`src/hw/rtl/dats_pkg.sv`:
```
// Package for the drone arm / takeoff / land sequencer.
// Holds the flight state, event and register index codes and reset constants.
// No dependencies.
package dats_pkg;

   // Flight states, in order of progress
   typedef enum logic [2:0] {
      ST_INIT    = 3'd0,
      ST_STANDBY = 3'd1,
      ST_TAKEOFF = 3'd2,
      ST_FLYING  = 3'd3,
      ST_LANDING = 3'd4
   } flight_state_type;

   // Event kinds carried on req_tuser
   typedef enum logic [1:0] {
      REQ_SLOW_TICK = 2'd0,
      REQ_FAST_TICK = 2'd1,
      REQ_LAND      = 2'd2,
      REQ_ESTOP     = 2'd3
   } req_kind_type;

   // Configuration register indexes
   typedef enum logic [2:0] {
      CSR_STICK_LOW    = 3'd0,
      CSR_STICK_HIGH   = 3'd1,
      CSR_UNLOCK_HOLD  = 3'd2,
      CSR_LAND_HEIGHT  = 3'd3,
      CSR_LAND_HOLD    = 3'd4
   } csr_index_type;

   localparam int RampTicksDefault = 10;
   localparam int HoldTicksDefault = 20;

   localparam logic signed [15:0] StickLowReset   = -16'sd800;
   localparam logic signed [15:0] StickHighReset  = 16'sd800;
   localparam logic [7:0]         UnlockHoldReset = 8'd20;
   localparam logic [15:0]        LandHeightReset = 16'd200;
   localparam logic [4:0]         LandHoldReset   = 5'd20;

   localparam logic [10:0] ThrIdle = 11'd1000;
   localparam logic [10:0] ThrHold = 11'd1500;

   // Arm switch streak: stop at this count, saturate at the cap
   localparam logic [3:0] StreakTrip = 4'd3;
   localparam logic [3:0] StreakCap  = 4'd8;

   localparam int ReqDataWidth = 96;
   localparam int RspDataWidth = 48;

endpackage

```
`src/hw/rtl/drone_arm_takeoff_land_sequencer.sv`:
```
// An accepted req item goes to the input register, then to the result register.
// Throughput: one item per cycle while rsp is not stalled; the state update is a
// single pass of logic between the input register and the result register.
// A stalled rsp side holds the result register and the input register fills once.
// Reset (synchronous, active high) clears control state to init and loads the
// configuration registers with their default values.
//
// Single-pass flight sequencer; depends on dats_pkg.
module drone_arm_takeoff_land_sequencer #(
   parameter int RAMP_LEN = dats_pkg::RampTicksDefault,
   parameter int HOLD_LEN = dats_pkg::HoldTicksDefault
) (
   input  logic                              clock,
   input  logic                              reset,
   // req_tdata from bit 0: link_up, throttle_stick, roll_stick, pitch_stick,
   // yaw_stick, mode_switch_a, mode_switch_b, arm_switch, landing_button,
   // height_valid, height_mm, zero fill
   input  logic                              req_tvalid,
   output logic                              req_tready,
   input  logic [dats_pkg::ReqDataWidth-1:0] req_tdata,
   input  logic [1:0]                        req_tuser,  // req_type
   // rsp_tdata from bit 0: flight_state, flight_mode, armed, motors_on,
   // throttle_update, throttle_pair_one, throttle_pair_two, emergency_stop,
   // beep_alarm, unlock_count, takeoff_count, zero fill
   output logic                              rsp_tvalid,
   input  logic                              rsp_tready,
   output logic [dats_pkg::RspDataWidth-1:0] rsp_tdata,
   input  logic                              csr_valid,
   output logic                              csr_ready,
   input  logic [2:0]                        csr_index,
   input  logic [15:0]                       csr_data
);

   localparam int TotalRaw = RAMP_LEN + HOLD_LEN;
   localparam logic [4:0] TakeoffTotal = (TotalRaw > 31) ? 5'd31 : 5'(TotalRaw);
   localparam logic [4:0] RampLast = 5'(RAMP_LEN);

   // Configuration registers
   logic signed [15:0] stick_low_ff, stick_high_ff;
   logic [7:0]         unlock_hold_ff;
   logic [15:0]        land_height_ff;
   logic [4:0]         land_hold_ff;

   // Input register
   logic                              in_valid_ff;
   logic [dats_pkg::ReqDataWidth-1:0] in_data_ff;
   logic [1:0]                        in_kind_ff;

   // Sequencer state
   dats_pkg::flight_state_type state_ff, state_in;
   logic [3:0] mode_ff, mode_in;
   logic [7:0] unlock_ff, unlock_in;
   logic [4:0] takeoff_ff, takeoff_in;
   logic [4:0] button_ff, button_in;
   logic [4:0] low_ff, low_in;
   logic [3:0] streak_ff, streak_in;
   logic       armed_ff, armed_in;
   logic       enable_ff, enable_in;

   // Result register
   logic                              out_valid_ff;
   logic [dats_pkg::RspDataWidth-1:0] out_data_ff, out_data_in;

   logic        advance;
   logic        upd, stop, beep, force_stop, pat;
   logic [10:0] thr_one, thr_two;

   // Unpacked input fields
   logic               f_link;
   logic signed [15:0] f_throttle, f_roll, f_pitch, f_yaw;
   logic [1:0]         f_sw_a, f_sw_b, f_arm, f_button;
   logic               f_hvalid;
   logic [15:0]        f_height;

   // Ramp throttle table, indexed by takeoff tick
   logic [10:0] ramp_lut [32];
   for (genvar g = 0; g < 32; g++) begin : g_ramp
      assign ramp_lut[g] = 11'(1000 + (500 * g) / RAMP_LEN);
   end

   assign f_link     = in_data_ff[0];
   assign f_throttle = in_data_ff[16:1];
   assign f_roll     = in_data_ff[32:17];
   assign f_pitch    = in_data_ff[48:33];
   assign f_yaw      = in_data_ff[64:49];
   assign f_sw_a     = in_data_ff[66:65];
   assign f_sw_b     = in_data_ff[68:67];
   assign f_arm      = in_data_ff[70:69];
   assign f_button   = in_data_ff[72:71];
   assign f_hvalid   = in_data_ff[73];
   assign f_height   = in_data_ff[89:74];

   // Move an item into the result register when it is free or being drained
   assign advance    = in_valid_ff && (!out_valid_ff || rsp_tready);
   assign req_tready = !in_valid_ff || advance;
   assign rsp_tvalid = out_valid_ff;
   assign rsp_tdata  = out_data_ff;
   assign csr_ready  = 1'b1;

   // Configuration writes
   always_ff @(posedge clock) begin
      if (reset) begin
         stick_low_ff   <= dats_pkg::StickLowReset;
         stick_high_ff  <= dats_pkg::StickHighReset;
         unlock_hold_ff <= dats_pkg::UnlockHoldReset;
         land_height_ff <= dats_pkg::LandHeightReset;
         land_hold_ff   <= dats_pkg::LandHoldReset;
      end else if (csr_valid) begin
         unique case (dats_pkg::csr_index_type'(csr_index))
            dats_pkg::CSR_STICK_LOW:   stick_low_ff   <= csr_data;
            dats_pkg::CSR_STICK_HIGH:  stick_high_ff  <= csr_data;
            dats_pkg::CSR_UNLOCK_HOLD: unlock_hold_ff <= csr_data[7:0];
            dats_pkg::CSR_LAND_HEIGHT: land_height_ff <= csr_data;
            dats_pkg::CSR_LAND_HOLD:   land_hold_ff   <= csr_data[4:0];
            default: ;
         endcase
      end
   end

   // Unlock stick pattern: throttle, roll, pitch low and yaw high
   assign pat = (f_throttle < stick_low_ff) && (f_roll < stick_low_ff) &&
                (f_pitch < stick_low_ff) && (f_yaw > stick_high_ff);

   // Next state and result for the item in the input register
   always_comb begin
      state_in   = state_ff;
      mode_in    = mode_ff;
      unlock_in  = unlock_ff;
      takeoff_in = takeoff_ff;
      button_in  = button_ff;
      low_in     = low_ff;
      streak_in  = streak_ff;
      armed_in   = armed_ff;
      enable_in  = enable_ff;
      upd        = 1'b0;
      thr_one    = dats_pkg::ThrIdle;
      thr_two    = dats_pkg::ThrIdle;
      beep       = 1'b0;
      force_stop = 1'b0;

      unique case (dats_pkg::req_kind_type'(in_kind_ff))
         dats_pkg::REQ_SLOW_TICK: begin
            if (!f_link) begin
               force_stop = 1'b1;
            end else begin
               if (f_arm == 2'd0) begin
                  if (streak_ff < dats_pkg::StreakCap) streak_in = streak_ff + 4'd1;
               end else begin
                  streak_in = 4'd0;
               end
               if (streak_in >= dats_pkg::StreakTrip) begin
                  beep       = (state_ff >= dats_pkg::ST_TAKEOFF);
                  force_stop = 1'b1;
               end else begin
                  unique case (state_ff)
                     dats_pkg::ST_INIT: begin
                        armed_in   = 1'b0;
                        unlock_in  = 8'd0;
                        takeoff_in = 5'd0;
                        enable_in  = 1'b0;
                        state_in   = dats_pkg::ST_STANDBY;
                     end
                     dats_pkg::ST_STANDBY: begin
                        if (pat) begin
                           if (unlock_ff != 8'hFF) unlock_in = unlock_ff + 8'd1;
                        end else begin
                           unlock_in = 8'd0;
                        end
                        if (unlock_in >= unlock_hold_ff) begin
                           enable_in  = 1'b0;
                           takeoff_in = 5'd0;
                           state_in   = dats_pkg::ST_TAKEOFF;
                        end
                     end
                     dats_pkg::ST_TAKEOFF: begin
                        enable_in = 1'b1;
                        if (takeoff_ff < TakeoffTotal) takeoff_in = takeoff_ff + 5'd1;
                        if (takeoff_in <= RampLast) begin
                           thr_one = ramp_lut[takeoff_in];
                        end else begin
                           thr_one = dats_pkg::ThrHold;
                           thr_two = dats_pkg::ThrHold;
                        end
                        upd = 1'b1;
                        if (takeoff_in >= TakeoffTotal) begin
                           armed_in = 1'b1;
                           state_in = dats_pkg::ST_FLYING;
                        end
                     end
                     dats_pkg::ST_FLYING: begin
                        mode_in = ({2'b00, f_sw_a} << 1) + {2'b00, f_sw_a} + {2'b00, f_sw_b};
                     end
                     dats_pkg::ST_LANDING: ;
                     default: force_stop = 1'b1;
                  endcase
               end
            end
         end
         dats_pkg::REQ_FAST_TICK: begin
            // Landing button hold while flying
            if (state_ff == dats_pkg::ST_FLYING && f_button == 2'd1) begin
               if (button_ff < land_hold_ff) button_in = button_ff + 5'd1;
               if (button_in >= land_hold_ff) begin
                  low_in   = 5'd0;
                  state_in = dats_pkg::ST_LANDING;
               end
            end else begin
               button_in = 5'd0;
            end
            // Touchdown confirmation, also on the tick that entered landing
            if (state_in == dats_pkg::ST_LANDING) begin
               if (f_hvalid && f_height < land_height_ff) begin
                  if (low_in < land_hold_ff) low_in = low_in + 5'd1;
                  if (low_in >= land_hold_ff) force_stop = 1'b1;
               end else begin
                  low_in = 5'd0;
               end
            end
         end
         dats_pkg::REQ_LAND: begin
            if (state_ff == dats_pkg::ST_FLYING) begin
               low_in   = 5'd0;
               state_in = dats_pkg::ST_LANDING;
            end
         end
         dats_pkg::REQ_ESTOP: force_stop = 1'b1;
      endcase

      // Forced stop: disarm, clear the takeoff, unlock, button and touchdown counts, fall back to standby
      if (force_stop) begin
         armed_in   = 1'b0;
         takeoff_in = 5'd0;
         unlock_in  = 8'd0;
         button_in  = 5'd0;
         low_in     = 5'd0;
         enable_in  = 1'b0;
         state_in   = dats_pkg::ST_STANDBY;
      end
      stop = force_stop;

      out_data_in = {1'b0, takeoff_in, unlock_in, beep, stop, thr_two, thr_one, upd,
                     enable_in, armed_in, mode_in, state_in};
   end

   // Input register
   always_ff @(posedge clock) begin
      if (reset) begin
         in_valid_ff <= 1'b0;
      end else if (req_tready) begin
         in_valid_ff <= req_tvalid;
      end
   end

   always_ff @(posedge clock) begin
      if (req_tready && req_tvalid) begin
         in_data_ff <= req_tdata;
         in_kind_ff <= req_tuser;
      end
   end

   // State update, one item per advance
   always_ff @(posedge clock) begin
      if (reset) begin
         state_ff   <= dats_pkg::ST_INIT;
         mode_ff    <= 4'd0;
         unlock_ff  <= 8'd0;
         takeoff_ff <= 5'd0;
         button_ff  <= 5'd0;
         low_ff     <= 5'd0;
         streak_ff  <= 4'd0;
         armed_ff   <= 1'b0;
         enable_ff  <= 1'b0;
      end else if (advance) begin
         state_ff   <= state_in;
         mode_ff    <= mode_in;
         unlock_ff  <= unlock_in;
         takeoff_ff <= takeoff_in;
         button_ff  <= button_in;
         low_ff     <= low_in;
         streak_ff  <= streak_in;
         armed_ff   <= armed_in;
         enable_ff  <= enable_in;
      end
   end

   // Result register
   always_ff @(posedge clock) begin
      if (reset) begin
         out_valid_ff <= 1'b0;
      end else if (advance) begin
         out_valid_ff <= 1'b1;
      end else if (rsp_tready) begin
         out_valid_ff <= 1'b0;
      end
   end

   always_ff @(posedge clock) begin
      if (advance) begin
         out_data_ff <= out_data_in;
      end
   end

`ifndef NO_ASSERTIONS
   // Armed only once takeoff completed
   a_armed_state: assert property (@(posedge clock) disable iff (reset)
      armed_ff |-> (state_ff == dats_pkg::ST_FLYING || state_ff == dats_pkg::ST_LANDING))
      else $error("armed outside flying or landing");

   // Takeoff count never passes the sequence length
   a_takeoff_bound: assert property (@(posedge clock) disable iff (reset)
      takeoff_ff <= TakeoffTotal)
      else $error("takeoff count beyond sequence length");

   // Arm switch streak saturates
   a_streak_bound: assert property (@(posedge clock) disable iff (reset)
      streak_ff <= dats_pkg::StreakCap)
      else $error("arm switch streak beyond cap");

   // A stop result always shows standby with motors off; a beep comes with a stop
   a_stop_result: assert property (@(posedge clock) disable iff (reset)
      (out_valid_ff && out_data_ff[32]) |->
         (out_data_ff[2:0] == dats_pkg::ST_STANDBY && !out_data_ff[7] && !out_data_ff[8]))
      else $error("stop result not in disarmed standby");

   a_beep_stop: assert property (@(posedge clock) disable iff (reset)
      (out_valid_ff && out_data_ff[33]) |-> out_data_ff[32])
      else $error("beep without stop");
`endif

endmodule
```
`config.mk`:
```
export PLATFORM = sky130hd
export DESIGN_NAME = drone_arm_takeoff_land_sequencer
export DESIGN_NICKNAME = d
export VERILOG_FILES = /design/src/hw/rtl/dats_pkg.sv /design/src/hw/rtl/drone_arm_takeoff_land_sequencer.sv
export SDC_FILE = /design/constraint.sdc
export NUM_CORES = 1
export LEC_CHECK = 0
export BUFFER_PORTS_ARGS = -buffer_cell sky130_fd_sc_hd__buf_2
export CORE_UTILIZATION = 45
export DETAILED_ROUTE_END_ITERATION = 10
export PLACE_DENSITY_LB_ADDON = 0.25
export SETUP_SLACK_MARGIN = 0.2
export SLEW_MARGIN = 10
export SYNTH_ARGS = -nofsm -noshare
export SYNTH_HDL_FRONTEND = slang
export SYNTH_SLANG_ARGS = --single-unit
```
`constraint.sdc`:
```
create_clock -name clock -period 5.8 [get_ports clock]
set_clock_uncertainty 0.15 [all_clocks]
set_input_delay 1.45 -clock clock [delete_from_list [all_inputs] [get_ports clock]]
set_output_delay 1.45 -clock clock [all_outputs]
set_load 0.01 [all_outputs]
```
==> summary.txt, run 1 <==
Outcome
  – Status: complete, no violations

Cells and area
  – Synth-to-Final Area Change: 22.5%
  – Util after Layout: 56.5%
  – Fin area: 14300 µm²
  – Layout cell share with drive strength beyond 1: 24.0%
  – Layout Nets: 1592
  – Non-Filler Instances: 1704

Pwr
  – Pwr Density: 258 nW/µm²
  – Leakage: 5.78 nW
  – Maximum vdd ir drop: 0.000229 V

Critical path
  – Crit-path leading delay family: compound AO/OA/AOI/OAI gates
  – Arr. time, crit path: 6.10 ns
  – Crit Path Category: reg -> reg
  – Worst setup SP type: flop
  – Req. time, crit path: 6.11 ns
  – Critical Path Slowest Stage Cell: or3_4
  – Max stage delay on crit path: 0.35 ns
  – WP buf/inv: 4
  – Crit path capture type: flop
  – Worst-path fanout max: 5

Yosys
  – Yosys reg bits: 228
  – Post-Synth XOR/XNOR Area: 0.975%
  – Ys async rst share: 0%
  – Synth Area in Compound Gates: 14.6%
  – Top post-synthesis cells by area: edfxtp_1, dfxtp_1, ha_1
  – Post-synth top area cell: edfxtp_1
  – Ys flop type: edfxtp_1
  – Sequential fraction of the synthesis area: 50.1%
  – Multiplexer area fraction after synthesis: 1.27%
  – Post-Syn Instances: 1163
  – Syn avg cell area: 10.0 µm²
  – Synthesized cell area: 11700 µm²
  – Largest family of logic cells by synthesized area: simple AND/OR/NAND/NOR gates
  – Most common cell in the netlist: nand2_1
  – Warning count from the yosys run: 0
  – Synth Area in Simple Gates: 15.3%
  – Post-synth top cells: nand2_1, edfxtp_1, ha_1
  – Post-Synth Adder-Cell Area: 12.7%
  – Share of the synthesized area in the top cell type: 33.2%
  – Cell variety after synth: 72
  – EDFF count, synth: 129

Floorplan
  – Initial core utilization: 46.1%
  – Die Width: 163 µm
  – Core area: 25300 µm²
  – Top Ports: 173
  – Placement Rows: 58
  – Die area: 26600 µm²
  – Die height: 163 µm

STA
  – Measured slew at the worst slew-check pin: 1.14 ns
  – Setup tns final: 0 ns
  – RSZ-0062 raised after global routing: yes
  – Max Freq: 0.173 GHz
  – Number of setup violations in the final report: 0
  – Max-slew violation total from the final report: 0
  – Fin crit share: 99.8%
  – Final Hold Fails: 0
  – Min Clock Period, post-route: 5.79 ns
  – Slew HR: 23.6%
  – Setup ws final: 0.00895 ns

Place
  – Placed cell area: 12900 µm²
  – Detail Placement HPWL: 19800 µm
  – DP Worst Slack: -0.0889 ns
  – Placer congestion estimate: 0.871
  – Placed cell count: 1635
  – IO Port Bufs: 157

Route
  – Vias per inst: 5.32
  – Routed len/inst: 16.0 µm
  – DRC: 0
  – Total wire length: 27200 µm
  – Initial DRC Count: 565
  – DR pass1 iterations: 5
  – DR vias: 9061
  – Post-DRT Antenna Nets: 0

CTS
  – CTS buffer count: 26
  – H-tree depth: 1
  – Clock Latency Late Sink: 0.54 ns
  – CTS tree: yes
  – CTS Root Cell: clkbuf_16
  – Clk buf depth: 3
  – Clock sink count: 228
  – Reg clk slew, reported paths: 0.06 ns

Global route
  – Largest net degree at the start of global routing: 61
  – Global-route wire length before repair: 43600 µm
  – Initial antenna violation count: 3
  – Tot GR Track Use: 20.5%
  – Gr ovfl total: 0
  – Vias in the first global route: 8870

Flow run
  – Max Cap Viol: 0

Min path
  – Worst min path class: reg -> reg
[metal layers]
layer	part of all wire [%]	vias to the layer above	track usage (%)
li1	-	4546	-
met1	43	4233	24.9
met2	49	229	36.9
met3	5.3	51	3.81
met4	2.5	2	5.27
met5	0.048	-	0
[worst reg2reg max path: cells and delay by family, from the launching register on]
kind / cells / cell delay (ns)
xor gates and xnor gates: 2 / 0.41
adders and majority gates: 4 / 1.00
AOI/OAI and AO/OA: 14 / 2.17
buffers and inverters: 4 / 0.34
and+or+nand+nor: 8 / 1.32
DFF: 1 / 0.32
[cells by family (layout without fill, tap and decap cells)]
logic type | count (synthesis) | in the layout
other | 2 | 10
adders and majority gates | 117 | 117
AOI/OAI and AO/OA | 265 | 265
muxes | 14 | 14
xor gates and xnor gates | 13 | 13
DFF | 228 | 228
and+or+nand+nor | 385 | 385
buffers and inverters | 139 | 342
[metrics by stage]
stage	power, mW	hold WS, ns
floorplan	1.99	0.284
global placement	2.09	0.292
detailed placement	2.10	0.298
CTS	3.73	0.306
global route	3.84	0.319
finish	3.69	0.302
[layout by cell type, fill, tap and decap left out, types with 7 or more instances in the layout]
cell type,synthesis,layout
nor2_1,86,76
mux2i_1,7,7
nand3b_1,9,9
clkbuf_1,33,8
a21o_1,17,17
and3_1,8,8
a22oi_1,7,7
a31oi_1,14,13
o21ai_0,36,31
buf_4,12,44
buf_2,2,157
edfxtp_1,129,129
nor3b_1,7,7
ha_1,115,109
a211o_1,11,11
a21oi_1,95,88
nor3_1,18,14
o21ai_1,8,7
nand4_1,14,14
nand3_1,24,24
nand2_1,158,153
nor2_2,0,8
conb_1,2,9
dfxtp_1,99,95
a211oi_1,11,7
nand2b_1,22,20
clkbuf_16,0,27
o211ai_1,14,14
nor2b_1,11,11
inv_1,86,82
[power breakdown]
| part | switching (mW) | internal, mW |
|---|---|---|
| clock network | 0.642 | 0.968 |
| logic | 0.176 | 0.113 |
| registers | 0.0233 | 1.77 |
[flip-flops by register name (all words and copies together) (netlist names), 3 cells and up]
signal          cells
in_data_ff         90
rsp_tdata          37
land_height_ff     16
stick_high_ff      16
stick_low_ff       16
unlock_ff           8
unlock_hold_ff      8
button_ff           5
land_hold_ff        5
low_ff              5
takeoff_ff          5
mode_ff             4
streak_ff           4
state_ff            3
[repair_timing]
item,in CTS,in global routing
setup buffers,12,8
pin swaps,25,29
endpoints found under the setup margin,34,47
hold buffers,0,0
gates resized for setup,36,53
[worst paths after layout]
kind                                       start                        endpoint  slack (ns)  cells past startpoint
setup / recovery    land_hold_ff[1]$_SDFFE_PP0P_       unlock_ff[7]$_SDFFE_PP0P_       0.009                     32
hold reg to reg   unlock_hold_ff[6]$_SDFFE_PP0P_  unlock_hold_ff[6]$_SDFFE_PP0P_        0.30                      2
setup reg to reg    land_hold_ff[1]$_SDFFE_PP0P_       unlock_ff[7]$_SDFFE_PP0P_       0.009                     32
hold / removal    unlock_hold_ff[6]$_SDFFE_PP0P_  unlock_hold_ff[6]$_SDFFE_PP0P_        0.30                      2
[layout make-up]
type                       instances  area [µm²]
antenna                            1        2.50
inverter                          89         337
clock buffer                      41         782
sequential                       228        5860
timing repair buffer             205        1170
clock inverter                     7        70.1
fill                            2211       11000
multi-input combinational        803        5670
tap                              330         413
No activity file was read; power rests on OpenSTA's default activity.
==> run 2: changes to the inputs <==
BUFFER_PORTS_ARGS = -buffer_cell sky130_fd_sc_hd__buf_4   (was -buffer_cell sky130_fd_sc_hd__buf_2)
==> summary.txt, run 2 (synthesis results as in run 1) <==
Cells and area
  – # fillers: 2181
  – Layout cell share with drive strength beyond 1: 22.5%
  – Layout Nets: 1582
  – Register Area: 5860 µm²
  – Non-Filler Instances: 1692
  – Largest register FFs: 90
  – Top reg by flops: in_data_ff
  – Synth-to-Final Area Change: 24.0%
  – Fin area: 14500 µm²
  – Most common cell after layout, fill and taps aside: buf_4
  – Antenna Cells: 0
  – Commonest non-fill, non-tap cells in the layout: buf_4, nand2_1, edfxtp_1, ha_1, dfxtp_1
  – Area taken by multi-input logic gates: 5580 µm²
  – Util after Layout: 57.2%

Floorplan
  – Die height: 163 µm
  – Top Ports: 173
  – Placement Rows: 58
  – Die area: 26600 µm²
  – Initial core utilization: 46.1%
  – Die Width: 163 µm
  – Core area: 25300 µm²

Critical path
  – Worst reg2reg setup slack: -0.04 ns
  – CP Launch Point: land_hold_ff[1]$_SDFFE_PP0P_
  – Worst-path fanout max: 4
  – Crit path capture type: flop
  – Worst flop-to-flop path startpoint: land_hold_ff[1]$_SDFFE_PP0P_
  – Critical Path Sink: unlock_ff[7]$_SDFFE_PP0P_
  – Critical Path Stages: 29
  – Worst flop-to-flop path endpoint: unlock_ff[7]$_SDFFE_PP0P_
  – Crit-path leading delay family: compound AO/OA/AOI/OAI gates
  – Max stage delay on crit path: 0.45 ns
  – Req. time, crit path: 6.12 ns
  – Arr. time, crit path: 6.15 ns
  – Critical Path Slowest Stage Cell: a2111o_1
  – Worst setup SP type: flop
  – WP buf/inv: 3
  – Worst r2r path cells: 29
  – Crit Path Category: reg -> reg

CTS
  – Clock sink count: 228
  – CTS buffer count: 25
  – H-tree depth: 1
  – Hold-fix buffers at CTS: 0
  – Clk buf depth: 3
  – Clock Latency Late Sink: 0.54 ns
  – CTS Root Cell: clkbuf_16
  – Reg clk slew, reported paths: 0.06 ns
  – CTS tree: yes

Global route
  – Tot GR Track Use: 20.3%
  – Gr ovfl total: 0
  – Largest net degree at the start of global routing: 83
  – Vias in the first global route: 8675
  – Global-route wire length before repair: 43000 µm
  – Initial antenna violation count: 0

Route
  – Vias per inst: 5.33
  – Routed len/inst: 16.0 µm
  – DRC: 0
  – Post-DRT Antenna Nets: 0
  – Total wire length: 27200 µm
  – DR pass1 iterations: 5
  – Initial DRC Count: 569
  – DR vias: 9021

STA
  – Number of setup violations in the final report: 5
  – Max-slew violation total from the final report: 0
  – Slew HR: 22.2%
  – Measured slew at the worst slew-check pin: 1.16 ns
  – Final Hold Fails: 0
  – Setup ws final: -0.0357 ns
  – Max Freq: 0.171 GHz
  – Min Clock Period, post-route: 5.84 ns
  – Worst hold slack: 0.304 ns
  – RSZ-0062 raised after global routing: yes
  – Fin crit share: 101%

Place
  – Placed cell count: 1634
  – Detail Placement HPWL: 19700 µm
  – Placer congestion estimate: 0.885
  – Placed cell area: 13300 µm²
  – IO Port Bufs: 157

Min path
  – Worst min path class: reg -> reg

Flow run
  – Max Cap Viol: 0

Outcome
  – Status: complete, but fails checks
  – Failing checks: setup timing

Pwr
  – Design Power: 3.71 mW
  – Maximum vdd ir drop: 0.000256 V
  – Leakage: 5.86 nW
  – Pwr Density: 256 nW/µm²
## run 2: cell types whose count changed in the layout (fill, tap and decap cells not counted), sizes merged
cell,delta
clkbuf,-8
bufinv,+2
clkinvlp,+1
diode,-1
clkinv,+2
buf,-9
inv,+1
## run 2: layout make-up
class	count	area share (%)
clock buffer	33	4.60
timing repair buffer	196	10.2
tap	330	2.85
clock inverter	13	1.09
multi-input combinational	803	38.5
sequential	228	40.5
inverter	89	2.32
## run 2: how the worst min path moves through the flow
stage,from,cells after the start,to
3_5_place_dp,unlock_hold_ff[3]$_SDFFE_PP0P_,2,unlock_hold_ff[3]$_SDFFE_PP0P_
5_1_grt,stick_low_ff[2]$_SDFFE_PP0P_,2,stick_low_ff[2]$_SDFFE_PP0P_
6_report,unlock_hold_ff[3]$_SDFFE_PP0P_,2,unlock_hold_ff[3]$_SDFFE_PP0P_
2_1_floorplan,mode_ff[0]$_SDFFE_PP0P_,2,mode_ff[0]$_SDFFE_PP0P_
4_1_cts,unlock_hold_ff[3]$_SDFFE_PP0P_,2,unlock_hold_ff[3]$_SDFFE_PP0P_
3_3_place_gp,mode_ff[0]$_SDFFE_PP0P_,2,mode_ff[0]$_SDFFE_PP0P_
## run 2: stage by stage
stage	setup WS [ns]	setup TNS [ns]
final	-0.0357	-0.0568
after CTS	0.0390	0
after detailed placement	-0.133	-0.904
after floorplan	0.200	0
after global routing	-0.252	-3.50
after global placement	0.0287	0
## run 2: worst reg2reg max path, delay by kind of cell (launching register included)
family / cells / cell delay [ns]
compound gates: 14 / 2.58
xor+xnor: 1 / 0.16
fa+ha+maj: 4 / 0.91
buf+inv: 3 / 0.17
flops: 1 / 0.33
mux: 1 / 0.33
simple gates: 6 / 1.13
## run 2: repair_timing
action                     CTS  global route
setup endpoints to repair   40            47
resized for setup           42            24
pin swaps                   25             5
setup buffers                8             4
## run 2: per-layer routing
metal / wire, µm / track usage [%] / vias up / share of wire (%)
li1: - / - / 4523 / -
met1: 11500 / 24.4 / 4213 / 42
met2: 13700 / 36.9 / 237 / 51
met3: 1370 / 3.73 / 48 / 5.0
met4: 533 / 5.18 / 0 / 2.0
met5: 0 / 0 / - / 0
## run 2: where the power goes
part	switching [mW]	internal [mW]
sequential	0.0240	1.77
clock	0.655	0.946
combinational	0.172	0.137
total	0.851	2.85
